### config.mk
export PLATFORM = sky130hd
export DESIGN_NAME = ssc_cell
export DESIGN_NICKNAME = d
export VERILOG_FILES = /design/src/rtl/ssc_pkg.sv /design/src/rtl/ssc_cell.sv
export SDC_FILE = /design/constraint.sdc
export NUM_CORES = 1
export LEC_CHECK = 0
export ABC_AREA = 1
export BUFFER_PORTS_ARGS = -buffer_cell sky130_fd_sc_hd__buf_2
export CAP_MARGIN = 20
export CORE_MARGIN = 2
export CORE_UTILIZATION = 30
export DETAILED_ROUTE_END_ITERATION = 12
export PLACE_DENSITY = 0.66
export SLEW_MARGIN = 0
export SYNTH_ARGS = -nofsm -noshare
export SYNTH_HDL_FRONTEND = slang
export SYNTH_SLANG_ARGS = --single-unit
### constraint.sdc
create_clock -name clk -period 1.2 [get_ports clk]
set_clock_uncertainty 0.15 [all_clocks]
set_input_delay 0.06 -clock clk [delete_from_list [all_inputs] [get_ports clk]]
set_output_delay 0.06 -clock clk [all_outputs]
set_load 0.1 [all_outputs]
### src/rtl/ssc_pkg.sv
// shared types and constants for the stock span calculator
`default_nettype none

package ssc_pkg;

    // fixed field widths of the item ports
    localparam int HEIGHT_W = 16;
    localparam int SPAN_W   = 11;

    // move command broadcast down the stack chain
    typedef struct packed {
        logic push;
        logic pop;
    } ssc_shift_t;

endpackage

`default_nettype wire

### src/rtl/ssc_cell.sv
// one stack cell: holds a height and its position, shifts with its neighbors
`default_nettype none

module ssc_cell #(
    parameter int HEIGHT_BITS = 16,
    parameter int POS_W       = 10
) (
    input  wire                      clk,
    input  ssc_pkg::ssc_shift_t      shift,
    input  wire  [HEIGHT_BITS-1:0]   above_height,
    input  wire  [POS_W-1:0]         above_pos,
    input  wire  [HEIGHT_BITS-1:0]   below_height,
    input  wire  [POS_W-1:0]         below_pos,
    output logic [HEIGHT_BITS-1:0]   cell_height,
    output logic [POS_W-1:0]         cell_pos
);
    import ssc_pkg::*;

    logic [HEIGHT_BITS-1:0] height_reg;
    logic [HEIGHT_BITS-1:0] height_next;
    logic [POS_W-1:0]       pos_reg;
    logic [POS_W-1:0]       pos_next;

    // push takes the entry above, pop takes the entry below
    always_comb
    begin
        height_next = height_reg;
        pos_next    = pos_reg;
        priority if (shift.push)
        begin
            height_next = above_height;
            pos_next    = above_pos;
        end
        else if (shift.pop)
        begin
            height_next = below_height;
            pos_next    = below_pos;
        end
    end

    // payload only, no reset
    always_ff @(posedge clk)
    begin
        height_reg <= height_next;
        pos_reg    <= pos_next;
    end

    assign cell_height = height_reg;
    assign cell_pos    = pos_reg;

endmodule

`default_nettype wire

==> reports/qor.yml, run 1 <==
synth.most_common_cell: "nand2_1"
dr.pass1.iters: 6
setup_viol: 0
routabilityCongestion: 0.672
routed_wl_mm: 3.67
fin_util: 0.699
ios: 81
initial_core_util: 0.311
drc: 0
dieArea_mm2: 0.00430
wire_per_inst_um: 12.6
grt_max_degree: 28
drt_iter0_drc: 67
synth-edff-count: 26
clkSinkCount: 26
syn_inst: 111
worst_slew_pin_slew_ns: 0.305
cts_max_level: 1
finalPower_uw: 3400
overflow: 0
async_reset_ff_frac: 0
die_w_um: 65.6
min_period_ns: 1.11
synth_common_cells: "nand2_1 (78), edfxtp_1 (26), buf_6 (3)"
synth_warnings: 0
seq_area_frac_synth: 0.686
syn_avg_cell_area_um2: 10.2
design.core.area_mm2: 0.00366
rsz0062_at_grt: "no"
yosysTopAreaCell: "edfxtp_1"
syn_area_mm2: 0.00114
period_share: 0.924
critPathSlowestCell: "edfxtp_1"
cts_buffer_depth: 2
leakagePower_uw: 0.00123
rows: 22
diodes: 0
final_layout_size_suffix_gt1_frac: 0.361
grt_use_total: 0.185
areaGrowthSynthToFinish_pct: 125
finish.instance_area_mm2: 0.00256
cp-start-kind: "flip-flop"
regArea_um2: 781
ys_top_cells_by_area: "edfxtp_1 (69%), nand2_1 (26%), buf_6 (3.0%), buf_4 (1.3%), inv_6 (0.77%)"
grt_pass1_wl_mm: 5.97
finalHoldViolCount: 0
final_antenna_net_count: 0
num-nets-final: 300
place_area_mm2: 0.00197
cpPeakStageDelay_ns: 0.44
clk_pin_slew_worst_paths_ns: 0.09
die_y_um: 65.6
port-buffer-count: 80
timing.setup.tns_ns: 0
worstSetupEndpointType: "primary output"
slew_viol_final: 0
power_density_mw_per_mm2: 1330
ir_drop_mv: 0.560
cp_max_fo: 1
path_delay_family: "flip-flops"
critPathBufInv: 1
fillCellCount: 246
syn_nets: 166
required_ns: 0.99
synth_seq_cells: 26
root_buffer: "clkbuf_8"
worstSetupPathType: "reg -> out"
maxCapViolCount: 0
synth_top_area_frac: 0.686
multiInputGateArea_um2: 299
outcome: "completed"
viasPerCell: 4.13
clock.fmax_mhz: 902
arrival_ns: 0.90
ys_types: 6
cts_tree: "done"
relSlewSlack: 0.797
worstPathCellList: "buf_12"
hpwl_mm: 2.14
grt_pass1_vias: 1312
antenna_found_initial: 0
min_path_type: "in -> reg"
synth_top_flop_cell: "edfxtp_1"
route.vias.total: 1206
numCtsBuffers: 3
[layout by cell type (no fill, tap or decap), drive strengths merged]
| master | n |
|---|---|
| edfxtp | 26 |
| bufinv | 1 |
| clkbuf | 3 |
| nand2 | 78 |
| or2 | 1 |
| buf | 82 |
| inv | 1 |
| dlygate4sd3 | 52 |
[metal layers]
metal,global-route usage,wire (µm)
met3,0.0462,308
met5,0,0
met1,0.207,1420
met2,0.346,1910
met4,0.0495,32
[report_power, final]
part,switching [µW],internal [µW],leakage [µW]
Combinational,896,575,0.000922
Sequential,81.4,1120,0.000268
Clock,276,446,0.0000357
[cell type report]
type	count	area share
tap	48	0.0235
timing repair buffer	134	0.523
sequential	26	0.305
multi-input combinational	79	0.117
inverter	1	0.00342
clock buffer	3	0.0161
clock inverter	1	0.0117
[kinds of logic after synthesis]
family	synth area share
AND/OR/NAND/NOR	0.263
flip-flops	0.686
buffers and inverters	0.0506
[state kept, by name (all words and copies together), names as in the netlist]
signal and cells:
cell_height 16, cell_pos 10
[per-stage QoR]
step / hold WS (ns) / instances / setup slack (ns)
after floorplan: 0.0886 / 111 / 0.0709
after global placement: 0.174 / 236 / 0.0837
after detailed placement: 0.177 / 236 / 0.0432
after CTS: 0.179 / 292 / 0.0821
after global routing: 0.196 / 292 / 0.0472
final: 0.164 / 292 / 0.0909
[final timing paths]
path                                end  cells after the start             startpoint
setup / recovery            cell_pos[4]                      1  cell_pos[4]$_DFFE_PP_
hold / removal    cell_pos[9]$_DFFE_PP_                      3               shift[0]
[repair_timing]
action	4_1_cts	5_1_grt
hold buffers	52	0
setup buffers	0	0
endpoints found under the hold margin	26	0
gates resized for setup	0	0
(Power assumes the default switching activity.)
==> inputs of run 2 (changes only) <==
- CORE_MARGIN: 2 -> 10
- CTS_BUF_LIST: unset -> sky130_fd_sc_hd__clkbuf_4 sky130_fd_sc_hd__clkbuf_8
- PLACE_DENSITY: 0.66 -> 0.64
- clock period: 1.2 -> 1.4 ns (I/O delays scaled with it)
==> run 2 against run 1 <==
  * Total power fell by 30%
  * First-iteration DRC count fell by 37%
  * Non-clock buffer count fell by 1
  * Combinational power fell by 31%
  * Core utilization fell by 12 points
  * Count of clock-buffer cells in the layout did not move
  * Global-route usage fell by 6.0 points
==> reports/qor.yml, run 2 (synthesized netlist as in run 1, its figures left out) <==
ios: 81  # unchanged
root_buffer: "clkbuf_8"
die_y_um: 81.6  # +24%
areaGrowthSynthToFinish_pct: 86.8
hpwl_mm: 2.47  # +16%
ir_drop_mv: 0.694  # +24%
cts_resized: 0  # unchanged
rows: 22  # unchanged
hold_slack_ns: 0.270  # +0.106 ns
critPathBufInv: 1  # unchanged
grt_pass1_vias: 1311  # -0.076%
power_density_mw_per_mm2: 1120  # -15%
cts_tree: "done"
final_layout_size_suffix_gt1_frac: 0.354  # -0.00675
cp_max_fo: 1  # unchanged
grt_pass1_wl_mm: 6.38  # +6.8%
clkSinkCount: 26  # unchanged
finalPower_uw: 2390  # -30%
min_path_type: "in -> reg"
relSlewSlack: 0.607  # -0.190
cpPeakStageDelay_ns: 0.43  # about the same
port-buffer-count: 80  # unchanged
required_ns: 1.18  # +0.19 ns
num-nets-final: 299  # -0.33%
drc: 0  # unchanged
place_area_mm2: 0.00156  # -21%
routed_wl_mm: 4.26  # +16%
initial_core_util: 0.311  # unchanged
grt_max_degree: 28  # unchanged
dieArea_mm2: 0.00665  # +55%
setup_viol: 0  # unchanged
worstSetupEndpointType: "primary output"
pre_cts_ws_ns: 0.194  # +0.150 ns
clk_pin_slew_worst_paths_ns: 0.08  # about the same
grt_use_total: 0.125  # -0.0601
arrival_ns: 1.04  # +0.14 ns
post_cts_buffers: 0  # unchanged
worstPathCellList: "buf_2"
worstSetupPathType: "reg -> out"
design.core.area_mm2: 0.00366  # unchanged
cts_buffer_depth: 2  # unchanged
min_period_ns: 1.26
cts_max_level: 1  # unchanged
fillCellCount: 326  # +33%
wire_per_inst_um: 14.6  # +16%
timing.setup.tns_ns: 0  # unchanged
cts-hold-fix-buffers: 52  # unchanged
overflow: 0  # unchanged
period_share: 0.901
maxCapViolCount: 0  # unchanged
slew_viol_final: 0  # unchanged
multiInputGateArea_um2: 299  # unchanged
final_common_cell: "buf_2"
viasPerCell: 4.26  # +3.2%
cp-start-kind: "flip-flop"
worst_slew_pin_slew_ns: 0.589  # +0.284 ns
fin_ws_ns: 0.139  # +0.0480 ns
critPathSlowestCell: "buf_2"
numCtsBuffers: 3  # unchanged
largest_register_ffs: 16  # unchanged
clock.fmax_mhz: 793
finalHoldViolCount: 0  # unchanged
routabilityCongestion: 0.713  # +6.1%
final_cell_mix: "buf_2 (80), nand2_1 (78), dlygate4sd3_1 (52), edfxtp_1 (26), clkbuf_8 (3)"
drt_iter0_drc: 42  # -37%
route.vias.total: 1245  # +3.2%
final_antenna_net_count: 0  # unchanged
regArea_um2: 781  # unchanged
leakagePower_uw: 0.00107  # -13%
antenna_found_initial: 0  # unchanged
die_w_um: 81.6  # +24%
path_delay_family: "buffers and inverters"
outcome: "completed"
rsz0062_at_grt: "no"
finish.instance_area_mm2: 0.00212  # -17%
dr.pass1.iters: 5  # -1
run 2: cell types whose count changed in the layout (fill, tap and decap cells not counted), sizes merged:
cell | previous run | this run
buf | 82 | 81
bufinv | 1 | 0
clkinv | 0 | 1
diode | 0 | 1
run 2: stage by stage:
step	std cells	utilization
floorplan	111	-
global placement	235	0.425
detailed placement	235	0.425
CTS	291	0.580
global route	291	0.580
finish	292	0.580
run 2: power breakdown:
| group | switching, µW | internal, µW |
|---|---|---|
| logic | 775 | 230 |
| registers | 18.7 | 955 |
| clock network | 211 | 196 |
run 2: layout make-up:
class	count	share of cell area
timing repair buffer	133	0.437
inverter	1	0.00412
clock buffer	3	0.0194
sequential	26	0.367
multi-input combinational	79	0.141
antenna	1	0.00118
clock inverter	1	0.00177
tap	48	0.0283
run 2: path summary, 6_finish.rpt:
| check | from | to | slack, ns | depth (start not counted) |
|---|---|---|---|---|
| worst min-delay path | shift[1] | cell_pos[0]$_DFFE_PP_ | 0.27 | 4 |
| worst max-delay path | cell_height[4]$_DFFE_PP_ | cell_height[4] | 0.14 | 1 |
run 2: worst min-delay path: stages:
cell,delay (ns)
buf_2,0.08
buf_4,0.30
nand2_1,0.08
nand2_1,0.05
run 2: metal layers:
layer,vias up,share of wire,routed length (µm),GRT usage
li1,618,-,-,-
met1,553,0.30,1290,0.104
met2,60,0.59,2510,0.257
met3,14,0.070,299,0.0328
met4,0,0.038,163,0.0663
met5,-,0,0,0
